<file path="config.mk">
export PLATFORM = sky130hd
export DESIGN_NAME = sync_word_length_deframer_top
export DESIGN_NICKNAME = d
export VERILOG_FILES = /design/src/hdl/swld_pkg.sv /design/src/hdl/sync_word_length_deframer_top.sv /design/src/hdl/swld_in_stage.sv /design/src/hdl/swld_core.sv /design/src/hdl/swld_out_stage.sv
export SDC_FILE = /design/constraint.sdc
export NUM_CORES = 1
export LEC_CHECK = 0
export ABC_AREA = 1
export BUFFER_PORTS_ARGS = -buffer_cell sky130_fd_sc_hd__buf_2
export CAP_MARGIN = 20
export CORE_MARGIN = 3
export CORE_UTILIZATION = 57
export CTS_CLUSTER_DIAMETER = 60
export DETAILED_ROUTE_END_ITERATION = 12
export GPL_TIMING_DRIVEN = 0
export HOLD_SLACK_MARGIN = 0.15
export PLACE_DENSITY = 0.85
export SYNTH_ARGS = -nofsm -noshare
export SYNTH_HDL_FRONTEND = slang
export SYNTH_HIERARCHICAL = 1
export SYNTH_SLANG_ARGS = --single-unit
</file>
<file path="constraint.sdc">
create_clock -name clk -period 2.9 [get_ports clk]
set_input_delay 0 -clock clk [delete_from_list [all_inputs] [get_ports clk]]
set_output_delay 0 -clock clk [all_outputs]
set_load 0.01 [all_outputs]
</file>
<file path="src/hdl/swld_pkg.sv">
// Package for the sync word length deframer.
// Holds the phase enum, result and sync word structs, and register codes.
// Depends on nothing; every other file imports it.
`default_nettype none

package swld_pkg;

  localparam int BYTE_W  = 8;
  localparam int KIND_W  = 2;
  localparam int DROP_W  = 2;
  localparam int CFG_IDX_W = 2;

  // Reset values of the sync word registers.
  localparam logic [BYTE_W-1:0] SYNC_FIRST_RST  = 8'h97;
  localparam logic [BYTE_W-1:0] SYNC_SECOND_RST = 8'h53;
  localparam logic [BYTE_W-1:0] SYNC_THIRD_RST  = 8'h71;

  // Configuration register indexes.
  localparam logic [CFG_IDX_W-1:0] CFG_SYNC_FIRST  = 2'd0;
  localparam logic [CFG_IDX_W-1:0] CFG_SYNC_SECOND = 2'd1;
  localparam logic [CFG_IDX_W-1:0] CFG_SYNC_THIRD  = 2'd2;

  // Result kinds.
  localparam logic [KIND_W-1:0] KIND_NONE  = 2'd0;
  localparam logic [KIND_W-1:0] KIND_DATA  = 2'd1;
  localparam logic [KIND_W-1:0] KIND_EMPTY = 2'd2;

  // Discard counts.
  localparam logic [DROP_W-1:0] DROP_NONE  = 2'd0;
  localparam logic [DROP_W-1:0] DROP_ONE   = 2'd1;
  localparam logic [DROP_W-1:0] DROP_TWO   = 2'd2;
  localparam logic [DROP_W-1:0] DROP_THREE = 2'd3;

  typedef enum logic [2:0] {
    PH_HUNT = 3'd0,
    PH_ONE  = 3'd1,
    PH_TWO  = 3'd2,
    PH_LEN  = 3'd3,
    PH_DATA = 3'd4
  } phase_t;

  typedef struct packed {
    logic [BYTE_W-1:0] first;
    logic [BYTE_W-1:0] second;
    logic [BYTE_W-1:0] third;
  } sync_cfg_t;

  typedef struct packed {
    logic [KIND_W-1:0] kind;
    logic [BYTE_W-1:0] payload;
    logic              frame_end;
    logic [DROP_W-1:0] dropped;
  } result_t;

endpackage

`default_nettype wire

</file>
<file path="src/hdl/sync_word_length_deframer_top.sv">
// Sync word length deframer, top level. Each accepted request passes through
// the input register and then the result register before its result appears.
// Throughput is one byte per cycle while the sink does not stall.
// Synchronous active-low reset empties both registers, returns to sync hunt
// and loads the sync word 0x97 0x53 0x71. Depends on swld_pkg and submodules.
`default_nettype none

module sync_word_length_deframer_top (
  input  wire logic                           clk,
  input  wire logic                           rst_n,
  // Byte input channel.
  input  wire logic                           in_valid,
  output logic                                in_stall,
  input  wire logic [swld_pkg::BYTE_W-1:0]    in_rx_byte,
  // Result channel.
  output logic                                out_valid,
  input  wire logic                           out_stall,
  output logic [swld_pkg::KIND_W-1:0]         out_kind,
  output logic [swld_pkg::BYTE_W-1:0]         out_payload,
  output logic                                out_frame_end,
  output logic [swld_pkg::DROP_W-1:0]         out_dropped,
  // Configuration write channel.
  input  wire logic                           cfg_valid,
  output logic                                cfg_ready,
  input  wire logic [swld_pkg::CFG_IDX_W-1:0] cfg_index,
  input  wire logic [swld_pkg::BYTE_W-1:0]    cfg_data
);
  import swld_pkg::*;

  // The pipeline is two registers deep. The input register holds a received
  // byte; the core consumes it, updates the phase and remaining count, and the
  // result lands in the result register in the same cycle. A new request is
  // accepted whenever the input register is empty or handing on its byte, so
  // while a result waits for the sink the input register can still take a byte.

  sync_cfg_t sync_r;
  logic              s1_valid, adv;
  logic [BYTE_W-1:0] s1_byte;
  result_t           result;

  // Configuration writes are always taken. An index past the last register
  // completes the handshake and changes nothing.
  assign cfg_ready = 1'b1;

  always_ff @(posedge clk) begin
    if (!rst_n) begin
      sync_r.first  <= SYNC_FIRST_RST;
      sync_r.second <= SYNC_SECOND_RST;
      sync_r.third  <= SYNC_THIRD_RST;
    end else if (cfg_valid && cfg_ready) begin
      case (cfg_index)
        CFG_SYNC_FIRST:  sync_r.first  <= cfg_data;
        CFG_SYNC_SECOND: sync_r.second <= cfg_data;
        CFG_SYNC_THIRD:  sync_r.third  <= cfg_data;
        default: ;
      endcase
    end
  end

  swld_in_stage u_in (
    .clk        (clk),
    .rst_n      (rst_n),
    .in_valid   (in_valid),
    .in_rx_byte (in_rx_byte),
    .in_stall   (in_stall),
    .adv        (adv),
    .s1_valid   (s1_valid),
    .s1_byte    (s1_byte)
  );

  // The core advances its state only when the byte moves into the result
  // register, so a stalled sink never causes a byte to be counted twice.
  swld_core u_core (
    .clk      (clk),
    .rst_n    (rst_n),
    .fire     (adv),
    .rx_byte  (s1_byte),
    .sync_cfg (sync_r),
    .result   (result)
  );

  swld_out_stage u_out (
    .clk           (clk),
    .rst_n         (rst_n),
    .s1_valid      (s1_valid),
    .result        (result),
    .adv           (adv),
    .out_valid     (out_valid),
    .out_stall     (out_stall),
    .out_kind      (out_kind),
    .out_payload   (out_payload),
    .out_frame_end (out_frame_end),
    .out_dropped   (out_dropped)
  );

  // A frame end is only ever reported with a payload byte or an empty frame.
  assert property (@(posedge clk) disable iff (!rst_n)
    out_valid && out_frame_end |-> (out_kind != KIND_NONE))
    else $error("frame end without frame content");

  // Frame content and discarded bytes never appear in the same result.
  assert property (@(posedge clk) disable iff (!rst_n)
    out_valid && (out_kind != KIND_NONE) |-> (out_dropped == DROP_NONE))
    else $error("discard reported alongside frame content");

  // A consumed byte always leaves a valid result behind it.
  assert property (@(posedge clk) disable iff (!rst_n)
    adv |=> out_valid)
    else $error("consumed byte produced no result");

  // Payload bytes are zero unless the result carries a payload byte.
  assert property (@(posedge clk) disable iff (!rst_n)
    out_valid && (out_kind != KIND_DATA) |-> (out_payload == '0))
    else $error("payload set on a non-payload result");

endmodule

`default_nettype wire

</file>
<file path="src/hdl/swld_in_stage.sv">
// Input register of the deframer: holds one received byte until the core
// consumes it. Depends on swld_pkg.
`default_nettype none

module swld_in_stage (
  input  wire logic                      clk,
  input  wire logic                      rst_n,
  input  wire logic                      in_valid,
  input  wire logic [swld_pkg::BYTE_W-1:0] in_rx_byte,
  output logic                           in_stall,
  input  wire logic                      adv,
  output logic                           s1_valid,
  output logic [swld_pkg::BYTE_W-1:0]    s1_byte
);
  import swld_pkg::*;

  logic              valid_r, valid_nxt;
  logic [BYTE_W-1:0] byte_r;
  logic              accept;

  // The register can take a new request in the same cycle it hands one on.
  assign in_stall = valid_r && !adv;
  assign accept   = in_valid && !in_stall;

  always_comb begin
    valid_nxt = valid_r;
    if (accept) begin
      valid_nxt = 1'b1;
    end else if (adv) begin
      valid_nxt = 1'b0;
    end
  end

  always_ff @(posedge clk) begin
    if (!rst_n) begin
      valid_r <= 1'b0;
    end else begin
      valid_r <= valid_nxt;
    end
  end

  always_ff @(posedge clk) begin
    if (accept) begin
      byte_r <= in_rx_byte;
    end
  end

  assign s1_valid = valid_r;
  assign s1_byte  = byte_r;

endmodule

`default_nettype wire

</file>
<file path="src/hdl/swld_core.sv">
// Deframing state machine: sync hunt, length capture and payload count.
// Produces one result per consumed byte. Depends on swld_pkg.
`default_nettype none

module swld_core (
  input  wire logic                        clk,
  input  wire logic                        rst_n,
  input  wire logic                        fire,
  input  wire logic [swld_pkg::BYTE_W-1:0] rx_byte,
  input  wire swld_pkg::sync_cfg_t         sync_cfg,
  output swld_pkg::result_t                result
);
  import swld_pkg::*;

  phase_t            phase_r, phase_nxt;
  logic [BYTE_W-1:0] bytes_left_r, bytes_left_nxt;
  logic              eq_first, eq_second, eq_third, last_byte;

  assign eq_first  = (rx_byte == sync_cfg.first);
  assign eq_second = (rx_byte == sync_cfg.second);
  assign eq_third  = (rx_byte == sync_cfg.third);
  assign last_byte = (bytes_left_r <= BYTE_W'(1));

  // Next state.
  always_comb begin
    phase_nxt      = phase_r;
    bytes_left_nxt = bytes_left_r;
    case (phase_r)
      PH_ONE: begin
        if (eq_second) begin
          phase_nxt = PH_TWO;
        end else if (eq_first) begin
          phase_nxt = PH_ONE;
        end else begin
          phase_nxt = PH_HUNT;
        end
      end
      PH_TWO: begin
        if (eq_third) begin
          phase_nxt = PH_LEN;
        end else if ((sync_cfg.second == sync_cfg.first) && eq_second) begin
          phase_nxt = PH_TWO;
        end else if (eq_first) begin
          phase_nxt = PH_ONE;
        end else begin
          phase_nxt = PH_HUNT;
        end
      end
      PH_LEN: begin
        bytes_left_nxt = rx_byte;
        if (rx_byte == '0) begin
          phase_nxt = PH_HUNT;
        end else begin
          phase_nxt = PH_DATA;
        end
      end
      PH_DATA: begin
        if (last_byte) begin
          bytes_left_nxt = '0;
          phase_nxt      = PH_HUNT;
        end else begin
          bytes_left_nxt = bytes_left_r - BYTE_W'(1);
        end
      end
      default: begin
        phase_nxt = eq_first ? PH_ONE : PH_HUNT;
      end
    endcase
  end

  // Result for the byte being consumed.
  always_comb begin
    result           = '0;
    result.kind      = KIND_NONE;
    result.dropped   = DROP_NONE;
    case (phase_r)
      PH_ONE: begin
        if (eq_second) begin
          result.dropped = DROP_NONE;
        end else if (eq_first) begin
          result.dropped = DROP_ONE;
        end else begin
          result.dropped = DROP_TWO;
        end
      end
      PH_TWO: begin
        if (eq_third) begin
          result.dropped = DROP_NONE;
        end else if ((sync_cfg.second == sync_cfg.first) && eq_second) begin
          result.dropped = DROP_ONE;
        end else if (eq_first) begin
          result.dropped = DROP_TWO;
        end else begin
          result.dropped = DROP_THREE;
        end
      end
      PH_LEN: begin
        if (rx_byte == '0) begin
          result.kind      = KIND_EMPTY;
          result.frame_end = 1'b1;
        end
      end
      PH_DATA: begin
        result.kind      = KIND_DATA;
        result.payload   = rx_byte;
        result.frame_end = last_byte;
      end
      default: begin
        result.dropped = eq_first ? DROP_NONE : DROP_ONE;
      end
    endcase
  end

  always_ff @(posedge clk) begin
    if (!rst_n) begin
      phase_r      <= PH_HUNT;
      bytes_left_r <= '0;
    end else if (fire) begin
      phase_r      <= phase_nxt;
      bytes_left_r <= bytes_left_nxt;
    end
  end

endmodule

`default_nettype wire

</file>
<file path="src/hdl/swld_out_stage.sv">
// Result register of the deframer with its handshake toward the sink.
// Decides when the core may consume the held input byte. Depends on swld_pkg.
`default_nettype none

module swld_out_stage (
  input  wire logic                        clk,
  input  wire logic                        rst_n,
  input  wire logic                        s1_valid,
  input  wire swld_pkg::result_t           result,
  output logic                             adv,
  output logic                             out_valid,
  input  wire logic                        out_stall,
  output logic [swld_pkg::KIND_W-1:0]      out_kind,
  output logic [swld_pkg::BYTE_W-1:0]      out_payload,
  output logic                             out_frame_end,
  output logic [swld_pkg::DROP_W-1:0]      out_dropped
);
  import swld_pkg::*;

  logic    valid_r, valid_nxt;
  result_t res_r;

  // The result register loads a held input byte whenever it is empty or being drained.
  assign adv = s1_valid && (!valid_r || !out_stall);

  always_comb begin
    valid_nxt = valid_r;
    if (adv) begin
      valid_nxt = 1'b1;
    end else if (!out_stall) begin
      valid_nxt = 1'b0;
    end
  end

  always_ff @(posedge clk) begin
    if (!rst_n) begin
      valid_r <= 1'b0;
    end else begin
      valid_r <= valid_nxt;
    end
  end

  always_ff @(posedge clk) begin
    if (adv) begin
      res_r <= result;
    end
  end

  assign out_valid     = valid_r;
  assign out_kind      = res_r.kind;
  assign out_payload   = res_r.payload;
  assign out_frame_end = res_r.frame_end;
  assign out_dropped   = res_r.dropped;

endmodule

`default_nettype wire

</file>
Word level (Yosys, flattened, before mapping)
Index checks and enable logic that the tools add are counted.
{"block": "word_totals", "out_inout_bits": 16, "input_bits": 23, "reg_bits": 58}
{"block": "op_classes", "mux": 24, "addsub": 1, "reduce_logical": 19, "eq_ne": 12, "magnitude_cmp": 1}
{"op": "$eq 8x8->1", "count": 4}
{"op": "$pmux 8 s2", "count": 1}
{"op": "$mux 3", "count": 5}
{"op": "$pmux 3 s4", "count": 1}
{"op": "$mux 2", "count": 5}
{"op": "$reduce_and 2->1", "count": 5}
{"op": "$le 8x1->1 const B", "count": 1}
{"op": "$logic_not 8->1", "count": 1}
{"op": "$mux 1", "count": 8}
{"op": "$mux 8", "count": 1}
{"op": "$sub 8x1->8 const B", "count": 1}
{"op": "$eq 3x2->1 const B", "count": 2}
{"op": "$pmux 2 s3", "count": 1}
{"op": "$logic_and 1x1->1", "count": 4}
{"op": "$logic_not 1->1", "count": 4}
{"op": "$ne 2x1->1 const B", "count": 2}
{"op": "$pmux 2 s2", "count": 1}
{"op": "$reduce_bool 2->1", "count": 2}
{"op": "$eq 3x1->1 const B", "count": 1}
{"op": "$eq 3x3->1 const B", "count": 1}
{"op": "$eq 2x1->1 const B", "count": 1}
{"op": "$eq 2x2->1 const B", "count": 1}
{"op": "$logic_not 2->1", "count": 1}
{"op": "$pmux 1 s2", "count": 1}
{"op": "2 further kinds", "count": 2}

Logic depth before layout (Yosys ltp)
Gate-level depths: netlist (run 1).
{"block": "depth", "word_depth": 8, "ltp_mapped": 12}

Modules after synthesis
Netlist (run 1), hierarchy kept.
{"module": "swld_core", "cells_per_inst": 216, "area_per_inst_um2": 1278.7, "instances": 1}
{"module": "sync_word_length_deframer_top", "cells_per_inst": 133, "area_per_inst_um2": 977.2, "instances": 1}
{"module": "swld_out_stage", "cells_per_inst": 19, "area_per_inst_um2": 435.4, "instances": 1}
{"module": "swld_in_stage", "cells_per_inst": 16, "area_per_inst_um2": 290.3, "instances": 1}

Worst setup path after synthesis (run 1)
No wires, ideal clock.
{"block": "synth_timing", "path_kind": "reg2reg", "from": "register u_in.valid_r, in the netlist u_in/s1_valid", "to": "register u_in.byte_r[0], in the netlist u_in/s1_byte[0], enable pin", "stages_incl_launch_ff": 7, "required_ns": 2.529, "n_path_buf": 0, "setup_time_ns": 0.371, "slack_ns": 0.670, "synth_period_minus_slack_ns": 2.230, "arrival_time_ns": 1.860, "path_cell_list": "dfxtp_1 -> inv_1 -> a21oi_1 -> inv_1 -> nand2_2 -> inv_2 -> nor2_1"}
{"block": "synth_between", "elab_chain_len": 5}
{"element": "from (decl)", "line_no": "swld_in_stage.sv:17", "rtl": "logic valid_r, valid_nxt;"}
{"element": "from (signal assigned)", "line_no": "swld_in_stage.sv:38", "rtl": "valid_r <= valid_nxt;"}
{"element": "$logic_and 1x1->1", "line_no": "swld_out_stage.sv:24", "rtl": "assign adv = s1_valid && (!valid_r || !out_stall);"}
{"element": "net adv", "line_no": "sync_word_length_deframer_top.sv:37", "rtl": "logic s1_valid, adv;"}
{"element": "$logic_not 1->1", "line_no": "swld_in_stage.sv:22", "rtl": "assign in_stall = valid_r && !adv;"}
{"element": "$logic_and 1x1->1", "line_no": "swld_in_stage.sv:22"}
{"element": "net in_stall", "line_no": "sync_word_length_deframer_top.sv:13", "rtl": "output logic in_stall,"}
{"element": "$logic_not 1->1", "line_no": "swld_in_stage.sv:23", "rtl": "assign accept = in_valid && !in_stall;"}
{"element": "$logic_and 1x1->1", "line_no": "swld_in_stage.sv:23"}
{"element": "net u_in.accept", "line_no": "swld_in_stage.sv:19", "rtl": "logic accept;"}
{"element": "to (signal assigned)", "line_no": "swld_in_stage.sv:44", "rtl": "byte_r <= in_rx_byte;"}
{"element": "to (decl)", "line_no": "swld_in_stage.sv:18", "rtl": "logic [BYTE_W-1:0] byte_r;"}
The timed path passes the listed nets, and every way through them passes these cells.
A chain may end at the register's enable or synchronous reset.

Final worst setup path (run 1)
{"block": "layout_timing", "from": "register u_in.valid_r, in the netlist u_in/s1_valid", "to": "register u_core.bytes_left_r[1]"}
{"block": "layout_between", "elab_chain_len": 2}
{"element": "$logic_and 1x1->1", "line_no": "swld_out_stage.sv:24"}
{"element": "net adv", "line_no": "sync_word_length_deframer_top.sv:37"}
{"element": "$reduce_and 2->1 (no source line)"}
{"element": "to (signal assigned)", "line_no": "swld_core.sv:120", "rtl": "bytes_left_r <= bytes_left_nxt;"}
{"element": "to (decl)", "line_no": "swld_core.sv:16", "rtl": "logic [BYTE_W-1:0] bytes_left_r, bytes_left_nxt;"}
The timed path passes the listed nets, and every way through them passes these cells.

==> results_dict.tcl, run 1 <==
set metrics [dict create \
    outcome "finished, final reports clean" \
    clock_skew_ns 0.01380 \
    timing_worst_setup_path_type "reg2reg" \
    clk_root_buffer_cell "clkbuf_8" \
    reg2reg_from "u_in/s1_valid" \
    whs_endpoint "u_in/s1_byte[6]" \
    viasPerCell 5.282 \
    rr_worst_depth 8 \
    worst-r2r-setup-slack_ns 0.83 \
    drt-total-wl_mm 7.668 \
    nFillCells 338 \
    cts.sinks 58 \
    clk_latency_ns 0.35 \
    nets 485 \
    maxSlewHeadroom 0.5750 \
    cts_buffers 9 \
    vias 2810 \
    maxCapViolCount 0 \
    worstPathArrival_ns 2.34 \
    synthCells 384 \
    pre_cts_ws_ns 0.8889 \
    gr-total-overflow 0 \
    peakVddDrop_v 0.0003869 \
    cts_tree "built" \
    grt_pass1_vias 2827 \
    syn_avg_cell_area_um2 7.765 \
    clock_path_buffers 2 \
    drcViolationCount 0 \
    fin_crit_ns 2.069 \
    synth.top_cell.area_share 0.2484 \
    die_area_um2 6135 \
    grt_usage 0.2734 \
    cts_setup_buffers 0 \
    antenna_found_initial 0 \
    fmax_mhz 483.2 \
    synth-seq-cells 58 \
    layout_commonest_cell "nand2_1" \
    worst_slack_ns 0.8305 \
    route.antenna.remaining_nets 0 \
    hp-class "in2reg" \
    grt_pass1_wl_mm 12.81 \
    synth.distinct_cells 34 \
    synthesis.nets 409 \
    finalHoldViolations 0 \
    worstPathRequired_ns 3.17 \
    layout-drive-gt1-share 0.1785 \
    finalMaxSlewViolations 0 \
    rows 25 \
    powerDensity_nw_per_um2 499.5 \
    end_kind "register" \
    syn_area_um2 2982 \
    r2r-end "u_core/bytes_left_r[1]" \
    synth-seq-area-share 0.4599 \
    yosys.area.top_type "dfxtp_1" \
    first_pass_iters 4 \
    core_um2 4880 \
    synthTopCellsByArea "dfxtp_1 (25%), edfxtp_1 (21%), nand2_1 (12%)" \
    worstPathMaxFanout 11 \
    hold_ws_ns 0.3583 \
    htreeDepth 3 \
    io_buffers 37 \
    die-width_um 78.33 \
    hold_depth 2 \
    final_cell_mix "nand2_1 (98), nor2_1 (41), inv_1 (41)" \
    gp_congestion 0.8800 \
    io_pins 39 \
    cts_resized 0 \
    rsz0062_at_grt "no" \
    dp_hpwl_mm 4.840 \
    final_util 0.7546 \
    initial_utilization 0.6110 \
    grt_max_degree 19 \
    fin_setup_tns_ns 0 \
    clk_pin_slew_ns 0.07 \
    cp-start-kind "register" \
    drtIter0Drc 126 \
    dieHeight_um 78.33 \
    min_from "in_rx_byte[6]" \
    avgRoutedWirePerCell_um 14.41 \
    min_period_over_period 0.7136 \
    tightest_slew_ns 0.6351 \
    areaGrowthSynthToFinish_pct 23.50 \
    p_leak_nw 1.752 \
    n_antenna_cell 0 \
    synth-warning-count 6 \
    finalSetupViolCount 0 \
]
-- sequential cells by signal, summed over array words and instances (netlist names) --
| register | count |
|---|---|
| sync_r | 24 |
| u_core/bytes_left_r | 8 |
| u_in/s1_byte | 8 |
| u_out/out_payload | 8 |
| u_core/phase_r | 3 |
| u_out/out_dropped | 2 |
| u_out/out_kind | 2 |
| u_in/s1_valid | 1 |
| u_out/out_frame_end | 1 |
| u_out/out_valid | 1 |
-- final cells by class --
class                   instances  area [um2]  area share
flip-flops and latches         58        1371      0.3724
multi-input cells             263        1344      0.3649
repair buffers                 65       462.9      0.1257
inverters                      52       195.2     0.05301
clock buffers                  11       131.4     0.03568
well taps                      67       83.83     0.02277
plain buffers                  11       71.32     0.01937
clock inverters                 5       22.52    0.006116
-- cell usage after synthesis (all sizes together) --
cell type and number:
nand2 102, inv 52, nor2 44, dfxtp 37, nand3 31, edfxtp 21, xnor2 20, nand4 12
a21oi 10, o21ai 10, nor3 9, a31oi 8, buf 8, xor2 8, clkbuf 3, or2 3
ha 2, a21o 1, conb 1, o211ai 1, o22ai 1
-- stage by stage --
step | instance area (um2) | total power, W | std cells
2_1_floorplan | 2982 | 0.001125 | 384
3_3_place_gp | 3251 | 0.001198 | 488
3_5_place_dp | 3258 | 0.001208 | 489
4_1_cts | 3682 | 0.001829 | 532
5_1_grt | 3682 | 0.001926 | 532
6_report | 3682 | 0.001839 | 532
-- how the worst max path moves through the flow --
stage | cells after the start | startpoint | end
2_1_floorplan | 6 | u_in/s1_valid | u_in/s1_byte[0]
3_3_place_gp | 6 | u_in/s1_valid | u_in/s1_byte[4]
3_5_place_dp | 8 | u_in/s1_valid | u_core/bytes_left_r[1]
4_1_cts | 8 | u_in/s1_valid | u_core/bytes_left_r[1]
5_1_grt | 8 | u_in/s1_valid | u_core/bytes_left_r[1]
6_report | 8 | u_in/s1_valid | u_core/bytes_left_r[1]
-- kinds of logic after synthesis --
group,share of synthesized area
AOI/OAI and AO/OA,0.06379
xor gates and xnor gates,0.08225
adders and majority gates,0.008391
buffers and inverters,0.08938
DFF,0.4599
other,0.001258
and+or+nand+nor,0.2950
-- repair_timing --
item                                   CTS  global route
hold buffers                            27             0
setup endpoints to repair                0             0
endpoints found under the hold margin   56             0
-- where the power goes --
| part | leakage, nW | internal [W] | total (W) | switching (W) |
|---|---|---|---|---|
| Clock | 0.0819 | 0.000299 | 0.000608 | 0.000309 |
| Sequential | 0.508 | 0.000892 | 0.000938 | 0.0000463 |
| Combinational | 1.16 | 0.000128 | 0.000293 | 0.000165 |
| Total | 1.75 | 0.00132 | 0.00184 | 0.000520 |
-- worst max-delay path, stage by stage, from the launching register on --
cell     delay [ns]
dfxtp_1        0.35
inv_1          0.09
a21oi_1        0.47
buf_4          0.30
inv_1          0.10
a21oi_4        0.20
buf_2          0.25
o21ai_1        0.08
a31oi_1        0.15
-- routing by layer --
metal / track usage / vias to the layer above / part of all wire
li1: - / 1378 / -
met2: 0.4846 / 136 / 0.51
met4: 0.1538 / 0 / 0.040
met1: 0.3008 / 1268 / 0.39
met5: 0 / - / 0
met3: 0.06078 / 28 / 0.064
No activity file was read; power rests on OpenSTA's default activity.
==> run 2, diff against run 1 <==
- CORE_UTILIZATION: 57 -> 52
- PLACE_DENSITY: 0.85 -> 0.82
- clock period: 2.9 -> 1.7 ns (I/O delays scaled with it)
==> results_dict.tcl, run 2 (same netlist as run 1, synthesis figures left out) <==
set metrics [dict create \
    fmax_mhz 566.3 \
    finalSetupViolCount 2 \
    io_buffers 37 \
    clock_path_buffers 2 \
    cp_common_cell "nand2_1" \
    layout_commonest_cell "nand2_1" \
    cts_buffers 9 \
    core_um2 5335 \
    largest_reg_flops 24 \
    fin_crit_ns 1.766 \
    drt-total-wl_mm 7.852 \
    nets 500 \
    die-width_um 81.72 \
    clk_root_buffer_cell "clkbuf_8" \
    gp_congestion 0.8718 \
    stdcell_area_um2 3909 \
    rows 26 \
    route.antenna.remaining_nets 0 \
    grt_max_degree 19 \
    min_from "in_rx_byte[7]" \
    tightest_slew_ns 0.6025 \
    io_pins 39 \
    first_pass_iters 6 \
    whs_endpoint "u_in/s1_byte[7]" \
    htreeDepth 3 \
    maxSlewHeadroom 0.5952 \
    clk_latency_ns 0.34 \
    rr_worst_depth 8 \
    dp_hpwl_mm 4.914 \
    gr-total-overflow 0 \
    critPathMaxStageDelay_ns 0.54 \
    regMostFlops "sync_r" \
    placed_cells 491 \
    n_antenna_cell 0 \
    drcViolationCount 0 \
    worstPathArrival_ns 1.85 \
    timing_worst_setup_path_type "reg2reg" \
    worst_slack_ns -0.06587 \
    drtIter0Drc 217 \
    reg2reg_from "u_in/s1_byte[6]" \
    worstPathMaxFanout 5 \
    maxCapViolCount 0 \
    stdcell_count 550 \
    avgRoutedWirePerCell_um 14.28 \
    power.total_w 0.003647 \
    antenna_found_initial 0 \
    r2r-end "u_out/out_dropped[1]" \
    initial_utilization 0.5589 \
    end_kind "register" \
    vias 2887 \
    outcome "finished, violations left" \
    cts.sinks 58 \
    failed_checks "negative setup slack" \
    peakVddDrop_v 0.0007112 \
    cpMaxStageDelayCell "edfxtp_1" \
    areaGrowthSynthToFinish_pct 31.10 \
    worst-r2r-setup-slack_ns -0.07 \
    cp-start-kind "register" \
    powerDensity_nw_per_um2 933.0 \
    grt_pass1_vias 2709 \
    final_cell_mix "nand2_1 (97), inv_1 (41), nor2_1 (40), buf_2 (40), dfxtp_1 (37)" \
    clock_skew_ns 0.003437 \
    dpl_cell_area_um2 3268 \
    rsz0062_at_grt "yes" \
    die_area_um2 6678 \
    cts_tree "built" \
    hold_depth 2 \
    layout-drive-gt1-share 0.2208 \
    finalHoldViolations 0 \
    p_leak_nw 1.862 \
    viasPerCell 5.249 \
    worstPathRequired_ns 1.79 \
    grt_pass1_wl_mm 12.41 \
    dieHeight_um 81.72 \
    nFillCells 383 \
    final_util 0.7326 \
    crit_chain "xnor2_1, nand2_1, nor2_2, nand2_2, inv_1, nand2_1, nand2_1, o22ai_1" \
    finalMaxSlewViolations 0 \
    min_period_over_period 1.039 \
    grt_usage 0.2484 \
    clk_pin_slew_ns 0.06 \
    hp-class "in2reg" \
]
[run 2: changes by cell type in the layout (fill, tap and decap cells not counted), moves of 2 or more]
cell / before / now
bufinv_16: 0 / 3
buf_4: 4 / 19
nand3_1: 29 / 27
clkbuf_1: 5 / 3
nand3_2: 2 / 4
[run 2: worst max path at each step]
| stage | from | endpoint | cells after the start |
|---|---|---|---|
| 2_1_floorplan | u_in/s1_valid | u_in/s1_byte[0] | 6 |
| 3_3_place_gp | u_in/s1_valid | u_core/bytes_left_r[0] | 7 |
| 3_5_place_dp | u_in/s1_valid | u_core/bytes_left_r[1] | 7 |
| 4_1_cts | u_core/bytes_left_r[0] | u_core/bytes_left_r[1] | 8 |
| 5_1_grt | u_in/s1_byte[3] | u_core/phase_r[0] | 12 |
| 6_report | u_in/s1_byte[6] | u_out/out_dropped[1] | 8 |
[run 2: where the power goes]
part           internal, W  total (W)  switching, W
clock             0.000957    0.00150      0.000547
combinational     0.000247   0.000545      0.000298
sequential         0.00152    0.00160     0.0000753
total              0.00273    0.00365      0.000921
[run 2: stage by stage]
step	TNS, ns	setup WS [ns]	hold slack (ns)
floorplan	0	0.1537	0.09887
global placement	-0.1171	-0.05879	0.1761
detailed placement	-1.015	-0.1213	0.1781
CTS	0	0.04938	0.3539
global route	-0.3173	-0.1471	0.3849
finish	-0.08539	-0.06587	0.3619
[run 2: repair_timing]
action	CTS	global route
pin swaps	0	8
setup buffers	2	15
hold buffers	26	0
resized for setup	0	5
endpoints found under the hold margin	55	0
setup endpoints to repair	16	7
[run 2: routing by layer]
layer | up-vias | track usage | share of wire | wire, um
li1 | 1418 | - | - | -
met5 | - | 0 | 0 | 0
met2 | 129 | 0.4402 | 0.52 | 4045
met1 | 1321 | 0.2891 | 0.40 | 3130
met4 | 0 | 0.1130 | 0.025 | 199
met3 | 19 | 0.04605 | 0.061 | 476
[run 2: cell type report]
| cell class | count | area, um2 | share of cell area |
|---|---|---|---|
| Multi-Input combinational cell | 263 | 1375 | 0.3518 |
| Sequential cell | 58 | 1371 | 0.3508 |
| Timing Repair Buffer | 80 | 573.1 | 0.1466 |
| Inverter | 52 | 195.2 | 0.04994 |
| Clock buffer | 9 | 123.9 | 0.03169 |
| Clock inverter | 7 | 107.6 | 0.02753 |
| Tap cell | 70 | 87.58 | 0.02241 |
| Buffer | 11 | 75.07 | 0.01921 |
[run 2: critical path, delay by kind of cell, from the launching register on]
family	cells	cell delay (ns)
compound gates	1	0.09
xor+xnor	1	0.25
flops	1	0.54
simple gates	5	0.53
buf+inv	1	0.11
==> run 3, diff against run 2 <==
- SKIP_CTS_REPAIR_TIMING: default -> 1
==> results_dict.tcl, run 3 (same netlist as run 1, synthesis figures left out) <==
set metrics [dict create \
    outcome "finished, violations left" \
    failed_checks "negative setup slack" \
    hold_ws_ns 0.3549 \
    io_pins 39 \
    avgRoutedWirePerCell_um 14.60 \
    maxCapViolCount 0 \
    drtIter0Drc 238 \
    rows 26 \
    drt-total-wl_mm 8.205 \
    stdcell_area_um2 4019 \
    powerDensity_nw_per_um2 918.5 \
    cp-start-kind "register" \
    grt_max_degree 19 \
    n_antenna_cell 0 \
    final_cell_mix "nand2_1 (97), inv_1 (41), buf_2 (39)" \
    initial_utilization 0.5589 \
    largest_reg_flops 24 \
    nFillCells 359 \
    io_buffers 37 \
    cts_tree "built" \
    regArea_um2 1371 \
    vias 2978 \
    dieHeight_um 81.72 \
    peakVddDrop_v 0.0006891 \
    worstPathArrival_ns 1.85 \
    drcViolationCount 0 \
    clock_path_buffers 2 \
    grt_usage 0.2276 \
    maxSlewHeadroom 0.5921 \
    die_area_um2 6678 \
    nets 512 \
    clk_pin_slew_ns 0.06 \
    timing_worst_setup_path_type "reg2reg" \
    regMostFlops "sync_r" \
    clock_skew_ns 0.002173 \
    worstPathRequired_ns 1.79 \
    gr-total-overflow 0 \
    rsz0062_at_grt "yes" \
    p_leak_nw 1.921 \
    layout-drive-gt1-share 0.2337 \
    first_pass_iters 5 \
    areaGrowthSynthToFinish_pct 34.79 \
    fmax_mhz 567.2 \
    grt_pass1_wl_mm 11.36 \
    htreeDepth 3 \
    dp_hpwl_mm 4.914 \
    finalSetupViolCount 3 \
    die-width_um 81.72 \
    viasPerCell 5.299 \
    dpl_cell_area_um2 3268 \
    clk_latency_ns 0.35 \
    route.antenna.remaining_nets 0 \
    clk_root_buffer_cell "clkbuf_8" \
    fin_crit_ns 1.763 \
    layout_commonest_cell "nand2_1" \
    finalMaxSlewViolations 0 \
    grt_pass1_vias 2499 \
    multi_input_area_um2 1380 \
    cts.sinks 58 \
    hp-class "in2reg" \
    tightest_slew_ns 0.6072 \
    core_um2 5335 \
    min_period_over_period 1.037 \
    gp_congestion 0.8718 \
    worstPathMaxFanout 5 \
    finalHoldViolations 0 \
    end_kind "register" \
    cts_buffers 9 \
    antenna_found_initial 0 \
    worst_slack_ns -0.06298 \
]
[run 3: changes by cell type in the layout (fill, tap and decap cells not counted), sizes merged]
cell / delta
buf: +6
dlygate4sd3: +5
clkbuf: +1
[run 3: final cells by class]
type                    instances  area share
multi-input cells             263      0.3434
clock buffers                   9     0.03082
inverters                      52     0.04857
well taps                      70     0.02179
repair buffers                 92      0.1681
flip-flops and latches         58      0.3412
plain buffers                  11     0.01930
clock inverters                 7     0.02677
[run 3: final timing paths]
path	startpoint	endpoint	slack (ns)	cells past startpoint
worst max-delay path	u_in/s1_byte[6]	u_out/out_dropped[1]	-0.06	8
worst min-delay path	in_rx_byte[3]	u_in/s1_byte[3]	0.35	2
worst max register to register	u_in/s1_byte[6]	u_out/out_dropped[1]	-0.06	8
worst min register to register	sync_r[4]	sync_r[4]	0.49	2
[run 3: through the flow]
| stage | TNS (ns) | setup WS [ns] | utilization | std cells | total power, W |
|---|---|---|---|---|---|
| global placement | -0.1171 | -0.05879 | 0.6126 | 491 | 0.002048 |
| global route | -0.3041 | -0.1221 | 0.7533 | 562 | 0.003858 |
| detailed placement | -1.015 | -0.1213 | 0.6126 | 491 | 0.002065 |
| CTS | -1.068 | -0.1331 | 0.6560 | 507 | 0.003560 |
| floorplan | 0 | 0.1537 | - | 384 | 0.001922 |
| finish | -0.08365 | -0.06298 | 0.7533 | 562 | 0.003691 |
[run 3: worst max-delay path: stages (launching register included)]
cell	delay (ns)
edfxtp_1	0.53
xnor2_1	0.26
nand2_1	0.10
nor2_2	0.11
nand2_2	0.10
inv_1	0.09
nand2_1	0.07
nand2_1	0.13
o22ai_1	0.11
[run 3: report_power, final]
part	switching [W]	internal, W
logic	0.000312	0.000271
registers	0.0000746	0.00152
clock network	0.000555	0.000957
total	0.000941	0.00275
[run 3: per-layer routing]
metal / part of all wire / GRT usage / up-vias
li1: - / - / 1437
met1: 0.39 / 0.2699 / 1351
met2: 0.50 / 0.3893 / 151
met3: 0.069 / 0.04386 / 39
met4: 0.038 / 0.1179 / 0
met5: 0 / 0 / -
